[src/rtl/spf_pkg.sv]
package spf_pkg;

  localparam int QUEUE_DEPTH_DEF = 2;

  localparam logic [1:0] CMD_MULTI  = 2'd0;
  localparam logic [1:0] CMD_SINGLE = 2'd1;
  localparam logic [1:0] CMD_TORQUE = 2'd2;

  localparam logic [7:0] SYNC_0       = 8'hFA;
  localparam logic [7:0] SYNC_1       = 8'hAF;
  localparam logic [7:0] FLAG_BYTE    = 8'h00;
  localparam logic [7:0] MULTI_ID     = 8'h00;
  localparam logic [7:0] ADDR_POS     = 8'h1E;
  localparam logic [7:0] ADDR_TORQUE  = 8'h24;
  localparam logic [7:0] ID_BROADCAST = 8'hFF;
  localparam logic [7:0] LEN_MULTI    = 8'h03;
  localparam logic [7:0] LEN_SINGLE   = 8'h02;
  localparam logic [7:0] LEN_TORQUE   = 8'h01;
  localparam logic [7:0] COUNT_ONE    = 8'h01;

  localparam logic [7:0] MULTI_HDR_XOR  = MULTI_ID ^ FLAG_BYTE ^ ADDR_POS ^ LEN_MULTI;
  localparam logic [7:0] SINGLE_HDR_XOR = FLAG_BYTE ^ ADDR_POS ^ LEN_SINGLE ^ COUNT_ONE;
  localparam logic [7:0] TORQUE_HDR_XOR =
    ID_BROADCAST ^ FLAG_BYTE ^ ADDR_TORQUE ^ LEN_TORQUE ^ COUNT_ONE;

  localparam logic [3:0] IDX_START      = 4'd0;
  localparam logic [3:0] IDX_ENTRY      = 4'd7;
  localparam logic [3:0] IDX_MULTI_END  = 4'd9;
  localparam logic [3:0] IDX_MULTI_SUM  = 4'd10;
  localparam logic [3:0] IDX_SINGLE_SUM = 4'd9;
  localparam logic [3:0] IDX_TORQUE_SUM = 4'd8;

  typedef enum logic [1:0] {
    KIND_MULTI,
    KIND_SINGLE,
    KIND_TORQUE
  } kind_t;

  typedef struct packed {
    kind_t      kind;
    logic [3:0] first_idx;
    logic [3:0] last_idx;
    logic [7:0] id;
    logic [7:0] lo;
    logic [7:0] hi;
    logic [7:0] cnt;
    logic [7:0] sum;
  } job_t;

  typedef struct packed {
    logic full;
    logic empty;
  } q_status_t;

endpackage

[src/rtl/spf_if.sv]
interface spf_in_if;
  logic        valid;
  logic        ready;
  logic [1:0]  command;
  logic [7:0]  servo_id;
  logic [15:0] position;
  logic [7:0]  servo_count;
  logic        last_entry;
  logic        torque_enable;

  modport source (
    output valid, command, servo_id, position, servo_count, last_entry, torque_enable,
    input  ready
  );
  modport sink (
    input  valid, command, servo_id, position, servo_count, last_entry, torque_enable,
    output ready
  );
endinterface

interface spf_out_if;
  logic       valid;
  logic       ready;
  logic [7:0] out_byte;
  logic       last_byte;

  modport source (
    output valid, out_byte, last_byte,
    input  ready
  );
  modport sink (
    input  valid, out_byte, last_byte,
    output ready
  );
endinterface

[src/rtl/spf_front.sv]
module spf_front (
  input  logic                 clk,
  input  logic                 rst_n,
  spf_in_if.sink               in_ch,
  input  spf_pkg::q_status_t   q_status,
  output logic                 push,
  output spf_pkg::job_t        push_job
);

  logic [7:0] running_xor_r, running_xor_nxt;
  logic       packet_open_r, packet_open_nxt;
  logic       accept;
  logic       emit;
  logic [7:0] lo;
  logic [7:0] hi;
  logic [7:0] base;
  logic [7:0] entry_xor;

  assign in_ch.ready = !q_status.full;
  assign accept      = in_ch.valid && in_ch.ready;
  assign lo          = in_ch.position[7:0];
  assign hi          = in_ch.position[15:8];
  assign base        = packet_open_r ? running_xor_r
                                     : (spf_pkg::MULTI_HDR_XOR ^ in_ch.servo_count);
  assign entry_xor   = base ^ in_ch.servo_id ^ lo ^ hi;

  always_comb begin
    running_xor_nxt = running_xor_r;
    packet_open_nxt = packet_open_r;
    emit            = 1'b0;
    push_job.kind      = spf_pkg::KIND_MULTI;
    push_job.first_idx = spf_pkg::IDX_START;
    push_job.last_idx  = spf_pkg::IDX_MULTI_END;
    push_job.id        = in_ch.servo_id;
    push_job.lo        = lo;
    push_job.hi        = hi;
    push_job.cnt       = in_ch.servo_count;
    push_job.sum       = entry_xor;
    case (in_ch.command)
      spf_pkg::CMD_MULTI: begin
        if (packet_open_r || (in_ch.servo_count != 8'd0)) begin
          emit = 1'b1;
          push_job.first_idx = packet_open_r ? spf_pkg::IDX_ENTRY : spf_pkg::IDX_START;
          if (in_ch.last_entry) begin
            push_job.last_idx = spf_pkg::IDX_MULTI_SUM;
            running_xor_nxt   = 8'd0;
            packet_open_nxt   = 1'b0;
          end else begin
            running_xor_nxt = entry_xor;
            packet_open_nxt = 1'b1;
          end
        end
      end
      spf_pkg::CMD_SINGLE: begin
        emit = 1'b1;
        push_job.kind     = spf_pkg::KIND_SINGLE;
        push_job.last_idx = spf_pkg::IDX_SINGLE_SUM;
        push_job.sum      = spf_pkg::SINGLE_HDR_XOR ^ in_ch.servo_id ^ lo ^ hi;
      end
      spf_pkg::CMD_TORQUE: begin
        emit = 1'b1;
        push_job.kind     = spf_pkg::KIND_TORQUE;
        push_job.last_idx = spf_pkg::IDX_TORQUE_SUM;
        push_job.lo       = {7'd0, in_ch.torque_enable};
        push_job.sum      = spf_pkg::TORQUE_HDR_XOR ^ {7'd0, in_ch.torque_enable};
      end
      default: begin
        emit = 1'b0;
      end
    endcase
  end

  assign push = accept && emit;

  always_ff @(posedge clk) begin
    if (!rst_n) begin
      running_xor_r <= 8'd0;
      packet_open_r <= 1'b0;
    end else if (accept) begin
      running_xor_r <= running_xor_nxt;
      packet_open_r <= packet_open_nxt;
    end
  end

endmodule

[src/rtl/spf_queue.sv]
module spf_queue #(
  parameter int DEPTH = spf_pkg::QUEUE_DEPTH_DEF
) (
  input  logic               clk,
  input  logic               rst_n,
  input  logic               push,
  input  spf_pkg::job_t      push_job,
  input  logic               pop,
  output spf_pkg::job_t      head_job,
  output spf_pkg::q_status_t status
);

  localparam int PTR_W = (DEPTH > 1) ? $clog2(DEPTH) : 1;
  localparam int CNT_W = $clog2(DEPTH + 1);

  spf_pkg::job_t entries_r [DEPTH];
  logic [PTR_W-1:0] wr_ptr_r, wr_ptr_nxt;
  logic [PTR_W-1:0] rd_ptr_r, rd_ptr_nxt;
  logic [CNT_W-1:0] count_r, count_nxt;

  assign status.full  = (count_r == CNT_W'(DEPTH));
  assign status.empty = (count_r == '0);
  assign head_job     = entries_r[rd_ptr_r];

  always_comb begin
    wr_ptr_nxt = wr_ptr_r;
    rd_ptr_nxt = rd_ptr_r;
    count_nxt  = count_r;
    if (push) begin
      wr_ptr_nxt = (wr_ptr_r == PTR_W'(DEPTH - 1)) ? '0 : wr_ptr_r + 1'b1;
    end
    if (pop) begin
      rd_ptr_nxt = (rd_ptr_r == PTR_W'(DEPTH - 1)) ? '0 : rd_ptr_r + 1'b1;
    end
    if (push && !pop) begin
      count_nxt = count_r + 1'b1;
    end else if (pop && !push) begin
      count_nxt = count_r - 1'b1;
    end
  end

  always_ff @(posedge clk) begin
    if (!rst_n) begin
      wr_ptr_r <= '0;
      rd_ptr_r <= '0;
      count_r  <= '0;
    end else begin
      wr_ptr_r <= wr_ptr_nxt;
      rd_ptr_r <= rd_ptr_nxt;
      count_r  <= count_nxt;
    end
  end

  always_ff @(posedge clk) begin
    if (push) begin
      entries_r[wr_ptr_r] <= push_job;
    end
  end

endmodule

[src/rtl/spf_back.sv]
module spf_back (
  input  logic               clk,
  input  logic               rst_n,
  input  spf_pkg::job_t      head_job,
  input  spf_pkg::q_status_t q_status,
  output logic               pop,
  spf_out_if.source          out_ch
);

  function automatic logic [7:0] job_byte(spf_pkg::job_t job, logic [3:0] idx);
    logic [7:0] b;
    b = spf_pkg::FLAG_BYTE;
    if (idx == 4'd0) begin
      b = spf_pkg::SYNC_0;
    end else if (idx == 4'd1) begin
      b = spf_pkg::SYNC_1;
    end else begin
      unique case (job.kind)
        spf_pkg::KIND_MULTI: begin
          case (idx)
            4'd2:    b = spf_pkg::MULTI_ID;
            4'd3:    b = spf_pkg::FLAG_BYTE;
            4'd4:    b = spf_pkg::ADDR_POS;
            4'd5:    b = spf_pkg::LEN_MULTI;
            4'd6:    b = job.cnt;
            4'd7:    b = job.id;
            4'd8:    b = job.lo;
            4'd9:    b = job.hi;
            default: b = job.sum;
          endcase
        end
        spf_pkg::KIND_SINGLE: begin
          case (idx)
            4'd2:    b = job.id;
            4'd3:    b = spf_pkg::FLAG_BYTE;
            4'd4:    b = spf_pkg::ADDR_POS;
            4'd5:    b = spf_pkg::LEN_SINGLE;
            4'd6:    b = spf_pkg::COUNT_ONE;
            4'd7:    b = job.lo;
            4'd8:    b = job.hi;
            default: b = job.sum;
          endcase
        end
        spf_pkg::KIND_TORQUE: begin
          case (idx)
            4'd2:    b = spf_pkg::ID_BROADCAST;
            4'd3:    b = spf_pkg::FLAG_BYTE;
            4'd4:    b = spf_pkg::ADDR_TORQUE;
            4'd5:    b = spf_pkg::LEN_TORQUE;
            4'd6:    b = spf_pkg::COUNT_ONE;
            4'd7:    b = job.lo;
            default: b = job.sum;
          endcase
        end
        default: b = job.sum;
      endcase
    end
    return b;
  endfunction

  logic       out_valid_r;
  logic [7:0] out_byte_r;
  logic       out_last_r;
  logic       started_r;
  logic [3:0] idx_r;
  logic [3:0] idx;
  logic       load;
  logic       at_end;

  assign idx    = started_r ? idx_r : head_job.first_idx;
  assign load   = !q_status.empty && (!out_valid_r || out_ch.ready);
  assign at_end = (idx == head_job.last_idx);
  assign pop    = load && at_end;

  assign out_ch.valid     = out_valid_r;
  assign out_ch.out_byte  = out_byte_r;
  assign out_ch.last_byte = out_last_r;

  always_ff @(posedge clk) begin
    if (!rst_n) begin
      out_valid_r <= 1'b0;
      started_r   <= 1'b0;
    end else begin
      if (load) begin
        out_valid_r <= 1'b1;
        started_r   <= !at_end;
      end else if (out_ch.ready) begin
        out_valid_r <= 1'b0;
      end
    end
  end

  always_ff @(posedge clk) begin
    if (load) begin
      out_byte_r <= job_byte(head_job, idx);
      out_last_r <= at_end;
      idx_r      <= idx + 4'd1;
    end
  end

endmodule

[src/rtl/servo_packet_framer.sv]
// Servo packet framer: each accepted command becomes a run of packet bytes on the output
// channel, one byte per cycle while the receiver is ready, 3 to 11 bytes per item (a
// multi-servo entry gives 3, 4, 10 or 11, a single position packet 10, a torque packet 9);
// unused commands and a first entry with a zero count are taken and produce nothing. The
// front end classifies each item and keeps the running checksum of an open multi-servo
// packet, so an item is taken in the cycle it arrives while the job queue (QUEUE_DEPTH
// jobs) has room; each job then passes through the queue into the output register, which
// sends one byte per cycle while the receiver is ready, so a new item can be taken before the
// previous one is sent; items that produce nothing go one per cycle while the queue has room.
module servo_packet_framer #(
  parameter int QUEUE_DEPTH = spf_pkg::QUEUE_DEPTH_DEF
) (
  input  logic       clk,
  input  logic       rst_n,
  spf_in_if.sink     in_ch,
  spf_out_if.source  out_ch
);

  spf_pkg::job_t      push_job;
  spf_pkg::job_t      head_job;
  spf_pkg::q_status_t q_status;
  logic               push;
  logic               pop;

  spf_front u_front (
    .clk      (clk),
    .rst_n    (rst_n),
    .in_ch    (in_ch),
    .q_status (q_status),
    .push     (push),
    .push_job (push_job)
  );

  spf_queue #(
    .DEPTH (QUEUE_DEPTH)
  ) u_queue (
    .clk      (clk),
    .rst_n    (rst_n),
    .push     (push),
    .push_job (push_job),
    .pop      (pop),
    .head_job (head_job),
    .status   (q_status)
  );

  spf_back u_back (
    .clk      (clk),
    .rst_n    (rst_n),
    .head_job (head_job),
    .q_status (q_status),
    .pop      (pop),
    .out_ch   (out_ch)
  );

endmodule

[src/flat_wrapper.sv]
// flat-port wrapper written by rule: the top's interface ports become plain ports
module servo_packet_framer_flat 
#(
  parameter int QUEUE_DEPTH = spf_pkg::QUEUE_DEPTH_DEF
)
  (clk, rst_n, in_ch_valid, in_ch_command, in_ch_servo_id, in_ch_position, in_ch_servo_count, in_ch_last_entry, in_ch_torque_enable, in_ch_ready, out_ch_valid, out_ch_out_byte, out_ch_last_byte, out_ch_ready);
  spf_in_if in_ch_i ();
  spf_out_if out_ch_i ();
  input  logic clk;
  input  logic rst_n;
  input wire logic [$bits(in_ch_i.valid)-1:0] in_ch_valid;
  input wire logic [$bits(in_ch_i.command)-1:0] in_ch_command;
  input wire logic [$bits(in_ch_i.servo_id)-1:0] in_ch_servo_id;
  input wire logic [$bits(in_ch_i.position)-1:0] in_ch_position;
  input wire logic [$bits(in_ch_i.servo_count)-1:0] in_ch_servo_count;
  input wire logic [$bits(in_ch_i.last_entry)-1:0] in_ch_last_entry;
  input wire logic [$bits(in_ch_i.torque_enable)-1:0] in_ch_torque_enable;
  output wire logic [$bits(in_ch_i.ready)-1:0] in_ch_ready;
  output wire logic [$bits(out_ch_i.valid)-1:0] out_ch_valid;
  output wire logic [$bits(out_ch_i.out_byte)-1:0] out_ch_out_byte;
  output wire logic [$bits(out_ch_i.last_byte)-1:0] out_ch_last_byte;
  input wire logic [$bits(out_ch_i.ready)-1:0] out_ch_ready;
  assign in_ch_i.valid = in_ch_valid;
  assign in_ch_i.command = in_ch_command;
  assign in_ch_i.servo_id = in_ch_servo_id;
  assign in_ch_i.position = in_ch_position;
  assign in_ch_i.servo_count = in_ch_servo_count;
  assign in_ch_i.last_entry = in_ch_last_entry;
  assign in_ch_i.torque_enable = in_ch_torque_enable;
  assign in_ch_ready = in_ch_i.ready;
  assign out_ch_valid = out_ch_i.valid;
  assign out_ch_out_byte = out_ch_i.out_byte;
  assign out_ch_last_byte = out_ch_i.last_byte;
  assign out_ch_i.ready = out_ch_ready;
  servo_packet_framer #(.QUEUE_DEPTH(QUEUE_DEPTH)) u_core (.clk(clk), .rst_n(rst_n), .in_ch(in_ch_i), .out_ch(out_ch_i));
endmodule
[config.mk]
export PLATFORM = sky130hd
export DESIGN_NAME = servo_packet_framer_flat
export DESIGN_NICKNAME = d
export VERILOG_FILES = /design/src/rtl/spf_pkg.sv /design/src/rtl/spf_if.sv /design/src/rtl/spf_front.sv /design/src/rtl/spf_queue.sv /design/src/rtl/spf_back.sv /design/src/rtl/servo_packet_framer.sv /design/src/flat_wrapper.sv
export SDC_FILE = /design/constraint.sdc
export NUM_CORES = 1
export LEC_CHECK = 0
export BUFFER_PORTS_ARGS = -buffer_cell sky130_fd_sc_hd__clkbuf_2
export CAP_MARGIN = 20
export CORE_MARGIN = 3
export CORE_UTILIZATION = 35
export CTS_BUF_LIST = sky130_fd_sc_hd__clkbuf_8 sky130_fd_sc_hd__clkbuf_16
export DETAILED_ROUTE_END_ITERATION = 8
export GPL_TIMING_DRIVEN = 1
export HOLD_SLACK_MARGIN = 0.03
export PLACE_DENSITY = 0.53
export SETUP_SLACK_MARGIN = 0.05
export SYNTH_ARGS = -nofsm -noshare
export SYNTH_HDL_FRONTEND = slang
export SYNTH_SLANG_ARGS = --single-unit
[constraint.sdc]
create_clock -name clk -period 5.8 [get_ports clk]
set_clock_uncertainty 0.2 [all_clocks]
set_input_delay 1.45 -clock clk [delete_from_list [all_inputs] [get_ports clk]]
set_output_delay 1.45 -clock clk [all_outputs]
set_load 0.02 [all_outputs]
# Yosys cells after proc, flatten, opt, wreduce, memory -nomap -nowiden
# Memory sizes are Yosys's and may differ from the RTL's. A register that Yosys moved wholly into a read port is not among the register bits.
# Index checks and enable logic that the tools add are counted.
[totals]
ram_bits = 100
n_memories = 1
reg_bits = 28
[memory_table]
columns = ["name", "words", "word_bits", "read_ports", "rd_ports_with_merged_regs", "wr", "line", "source"]
rows = [
  ["u_core.u_queue.entries_r", 2, 50, 1, 1, 1, "spf_queue.sv:16", "spf_pkg::job_t entries_r [DEPTH];"],
]
[classes]
bitwise = 8
n_reduce_logical = 26
add_sub_neg = 5
mux = 29
n_eq_ne = 15
[op_table]
columns = ["operator", "count"]
rows = [
  ["8-bit one-hot mux with 7 select lines", 2],
  ["8-bit one-hot mux with 5 select lines", 1],
  ["8-bit XOR", 5],
  ["8-bit two-way mux", 3],
  ["8-bit one-hot mux with 3 select lines", 1],
  ["4-bit by 3-bit == test with 1-bit output, second input constant", 4],
  ["8-bit one-hot mux with 2 select lines", 1],
  ["7-bit two-way mux", 2],
  ["1-bit two-way mux", 10],
  ["4-bit by 2-bit == test with 1-bit output, second input constant", 2],
  ["4-bit == test, second input constant", 2],
  ["4-bit two-way mux", 2],
  ["4-bit inverter", 2],
  ["4-bit one-hot mux with 2 select lines", 1],
  ["8-bit nonzero test", 1],
  ["2-bit OR reduction", 4],
  ["2-bit == test, second input constant", 3],
  ["1-bit logical AND", 6],
  ["1-bit zero test", 6],
  ["2-bit zero test", 3],
  ["2-bit two-way mux", 3],
  ["1-bit inverter with 6-bit output", 1],
  ["4-bit by 1-bit adder with 4-bit output, second input constant", 1],
  ["2-bit by 1-bit == test with 1-bit output, second input constant", 2],
  ["12 further kinds", 15],
]

# Logic depth before layout (Yosys ltp)
[logic_depth]
depth_word = 9
depth_mapped = 12
mapped_depth_nobuf = 10

# Cells and area by module
# A second synthesis with hierarchy kept.
[unflattened]
hier_cells = 512
area_unflattened_um2 = 6645.1
[by_module_without_submodules]
columns = ["module", "cells_per_inst", "area_each_um2", "instances"]
rows = [
  ["spf_queue", 178, 3814.9, 1],
  ["spf_back", 192, 1660.3, 1],
  ["spf_front", 142, 1169.9, 1],
]

# Least setup slack after synthesis
# OpenSTA, ideal clock, no wires.
[synth_timing]
path_type = "input -> register"
start = "in in_ch_command[0]"
end = "mem u_core.u_queue.entries_r[0][0] (netlist bit), enable pin"
n_path_buf = 0
arrival_ps = 3959
cell_stages = 6
path_slack_ps = 1192
path_cell_list = "inv_1 > ha_1 > inv_1 > a31oi_1 > o21ai_0 > nor2_1"
[synth_via]
elab_chain_len = 6
[synth_rtl]
columns = ["element", "line", "source"]
rows = [
  ["start, declared", "flat_wrapper.sv:12", "input wire logic [$bits(in_ch_i.command)-1:0] in_ch_command;"],
  ["2-bit == test / 2-bit by 1-bit == test with 1-bit output (equally long branches)", "spf_front.sv:39", "case (in_ch.command)"],
  ["2-bit OR reduction (no source line)", "--", ""],
  ["1-bit one-hot mux with 2 select lines (*)", "spf_front.sv:39", ""],
  ["1-bit logical AND (*)", "spf_front.sv:73", "assign push = accept && emit;"],
  ["1-bit two-way mux (*)", "spf_queue.sv:55", "if (push) begin"],
  ["1-bit two-way mux (not written as such) (*)", "spf_queue.sv:56", "entries_r[wr_ptr_r] <= push_job;"],
  ["end, declared", "spf_queue.sv:16", ""],
]
# Every way passes the cells marked *; elsewhere a longest branch is shown, timed or not.

# Worst setup path in the final report
[layout_timing]
start = "reg u_core.u_back.started_r"
end = "reg u_core.u_back.out_byte_r[5] (netlist: u_core.u_back.out_ch.out_byte[5]) (data pin)"
[layout_via]
elab_chain_len = 5
[layout_rtl]
columns = ["element", "line", "source"]
rows = [
  ["start, declared", "spf_back.sv:64", "logic started_r;"],
  ["start signal, assigned", "spf_back.sv:86", "started_r <= !at_end;"],
  ["4-bit two-way mux (*)", "spf_back.sv:70", "assign idx = started_r ? idx_r : head_job.first_idx;"],
  ["4-bit by 2-bit == test with 1-bit output / 4-bit by 3-bit == test with 1-bit output (equally long branches)", "spf_back.sv:20, spf_back.sv:33, spf_back.sv:45", ""],
  ["2-bit OR reduction (no source line)", "--", ""],
  ["8-bit one-hot mux with 7 select lines / 8-bit one-hot mux with 5 select lines (equally long branches)", "spf_back.sv:20, spf_back.sv:45", ""],
  ["8-bit one-hot mux with 3 select lines", "spf_back.sv:18", "unique case (job.kind)"],
  ["end signal, assigned", "spf_back.sv:95", "out_byte_r <= job_byte(head_job, idx);"],
  ["end, declared", "spf_back.sv:62", "logic [7:0] out_byte_r;"],
]
# Marked as above.
# A chain may end at the register's enable or synchronous reset.

==> flow_summary.json <==
{
  "cts_made_buffers": 17,
  "worstSkewPairLatency_ns": 0.41,
  "fin_ws_ns": 1.88,
  "syn_nets": 578,
  "fin_util_pct": 41.7,
  "r2r_slack_ns": 1.88,
  "clk_path_buf_depth": 2,
  "nets": 627,
  "cts_root_buf": "clkbuf_16",
  "core_area_sq_mm": 0.0174,
  "clkSlewWorstSetupHoldPaths_ns": 0.05,
  "synth_ff_type": "edfxtp_1",
  "ys_async_sr_fraction_pct": 0,
  "hold_buffers": 0,
  "rsz0062_at_grt": "false",
  "wire_per_inst_um": 19.3,
  "drt-initial-drc-count": 620,
  "stdcell_count": 816,
  "cts_tree": "done",
  "ys_ff_latch": 119,
  "synth_edf_count": 103,
  "cts_resized": 0,
  "area_growth_pct": 16.1,
  "netlist.top_cell.by_area": "edfxtp_1",
  "place_inst": 783,
  "grt_max_degree": 59,
  "layout-drive-gt1-share_pct": 18.3,
  "criticalPathCategory": "flop to flop",
  "grt_pass1_vias": 4231,
  "pwr_density_cell_mw_per_mm2": 346,
  "die_h_um": 140,
  "fin_crit_ns": 3.92,
  "antenna_left": 0,
  "row_count": 48,
  "r2r_cells": 8,
  "die_w_um": 140,
  "post-route-drc-count": 0,
  "worst_pin_slew_ns": 1.02,
  "num_antenna_cells": 0,
  "min_path_cells": 2,
  "syn_area_per_cell_sq_um": 11.8,
  "maxCapViolations": 0,
  "yosys-top-cells-area": "edfxtp_1 (50%), mux2i_1 (6.7%), dfxtp_1 (5.1%)",
  "floorplan.initialDensity_pct": 35.9,
  "grt_overflow": 0,
  "yosysMostFrequentCell": "edfxtp_1",
  "stdcell_area_sq_mm": 0.00724,
  "vdd_drop_max_uv": 212,
  "r2r_start": "u_core.u_back.started_r",
  "dp_hpwl_um": 11300,
  "cp.arrival_ns": 3.88,
  "synthDistinctLibCells": 65,
  "end_kind": "flop",
  "synth_area_sq_mm": 0.00624,
  "track_usage_pct": 16.5,
  "status": "finished, final reports clean",
  "postPlaceCellArea_sq_mm": 0.00668,
  "r2r_end": "u_core.u_back.out_ch.out_byte[5]",
  "clock-sinks": 119,
  "max_slew_margin_pct": 31.9,
  "gp_congestion": 0.911,
  "cts_setup_buffers": 0,
  "die-area_sq_mm": 0.0195,
  "fin_crit_sh_pct": 67.5,
  "min_from": "u_core.u_front.running_xor_r[7]",
  "finalHoldWorstSlack_ns": 0.310,
  "total_power_mw": 2.51,
  "synth.top_cell.area_share_pct": 49.6,
  "hold_path_class": "flop to flop",
  "setup_violations": 0,
  "seq_area_frac_synth_pct": 54.7,
  "via_count": 4435,
  "startpoint": "u_core.u_back.started_r",
  "fmax_ghz": 0.255,
  "cp-start-kind": "flop",
  "cts_max_level": 4,
  "drtPass1Iterations": 7,
  "critPathRequiredTime_ns": 5.76,
  "final.setup.tns_ns": 0,
  "leakage_nw": 2.50,
  "synthTopCellsByCount": "edfxtp_1 (103), mux2i_1 (42), nor2_1 (32)",
  "slew_violations": 0,
  "wirelength_um": 15800,
  "finalHoldViolations": 0,
  "whs_endpoint": "u_core.u_front.running_xor_r[7]",
  "vias_per_cell": 5.44,
  "port_buffers": 50,
  "synthCells": 529,
  "dp_slack_ns": 1.67,
  "crit_path_max_fanout": 20,
  "antenna_found_initial": 0,
  "grt_pass1_wl_um": 24400,
  "io_pins": 51,
  "num-fill-cells": 1613,
  "ys.warnings.count": 0
}
[state kept, by name, summed over array words and instances, names as in the netlist, named ones only]
name and cells:
u_core.u_front.running_xor_r 8, u_core.u_back.out_ch.valid 1, u_core.u_back.idx_r 4, u_core.u_back.started_r 1, u_core.u_queue.count_r 2, u_core.u_back.out_ch.out_byte 8
u_core.u_queue.entries_r 90, u_core.u_queue.rd_ptr_r 1, u_core.u_back.out_ch.last_byte 1, u_core.u_queue.wr_ptr_r 1, u_core.u_front.packet_open_r 1
[how the worst max path moves through the flow]
stage          slack, ns  depth (start not counted)                          endpoint
2_1_floorplan       1.19                          6    u_core.u_queue.entries_r[0][0]
3_3_place_gp        1.73                          6   u_core.u_queue.entries_r[1][18]
3_5_place_dp        1.67                          6   u_core.u_queue.entries_r[1][18]
4_1_cts             2.00                          8  u_core.u_back.out_ch.out_byte[5]
5_1_grt             1.73                          8  u_core.u_back.out_ch.out_byte[5]
6_report            1.88                          8  u_core.u_back.out_ch.out_byte[5]
[worst max-delay path: stages, from the launching register on]
cell and delay, ns:
dfxtp_1 0.85, mux2i_4 0.39, ha_1 0.52, nor2_1 0.27, o31ai_1 0.45, a21o_1 0.34, o221ai_1 0.22, a221oi_1 0.31
nand3_1 0.11
[report_power, final]
group	total, mW	leakage [nW]	internal, mW	switching, mW
logic	0.504	1.12	0.180	0.324
registers	1.05	1.08	1.01	0.0350
clock network	0.955	0.296	0.607	0.348
[metal layers]
layer	global-route usage, %	share of wire [%]	up-vias
met5	0	0	-
met3	5.57	7.3	27
met4	6.75	2.5	0
met1	22.7	46	2109
met2	23.9	44	192
li1	-	-	2107
[cell families (layout without fill, tap and decap cells)]
| family | count (synthesis) | count (layout) | synth area share [%] |
|---|---|---|---|
| compound gates | 133 | 133 | 14.6 |
| simple gates | 132 | 132 | 10.8 |
| flops | 119 | 119 | 54.7 |
| mux | 60 | 60 | 10.3 |
| buf+inv | 45 | 107 | 3.31 |
| xor+xnor | 31 | 31 | 4.47 |
| fa+ha+maj | 9 | 9 | 1.81 |
[placed cells by master (no fill, tap or decap), types with 5 or more instances in the layout]
cell	instances
edfxtp_1	103
a22oi_1	5
mux2i_1	42
mux2_2	15
o211ai_1	6
nor2b_1	21
a21oi_1	26
nand3_1	6
nor2_1	31
clkbuf_2	50
o221ai_1	8
nor3_1	12
and2_1	9
clkbuf_16	17
nand2b_1	9
xnor2_1	19
dfxtp_1	15
xor2_1	11
o22ai_1	11
inv_1	28
nand2_1	28
a31oi_1	5
o21ai_0	29
ha_1	9
[final cells by class]
| class | count | area, sq um | share of cell area [%] |
|---|---|---|---|
| timing repair buffer | 55 | 300 | 4.15 |
| tap | 225 | 282 | 3.89 |
| clock buffer | 20 | 467 | 6.44 |
| multi-input combinational | 365 | 2630 | 36.3 |
| inverter | 20 | 75.1 | 1.04 |
| sequential | 119 | 3410 | 47.1 |
| clock inverter | 12 | 77.6 | 1.07 |
(Power assumes the default switching activity.)
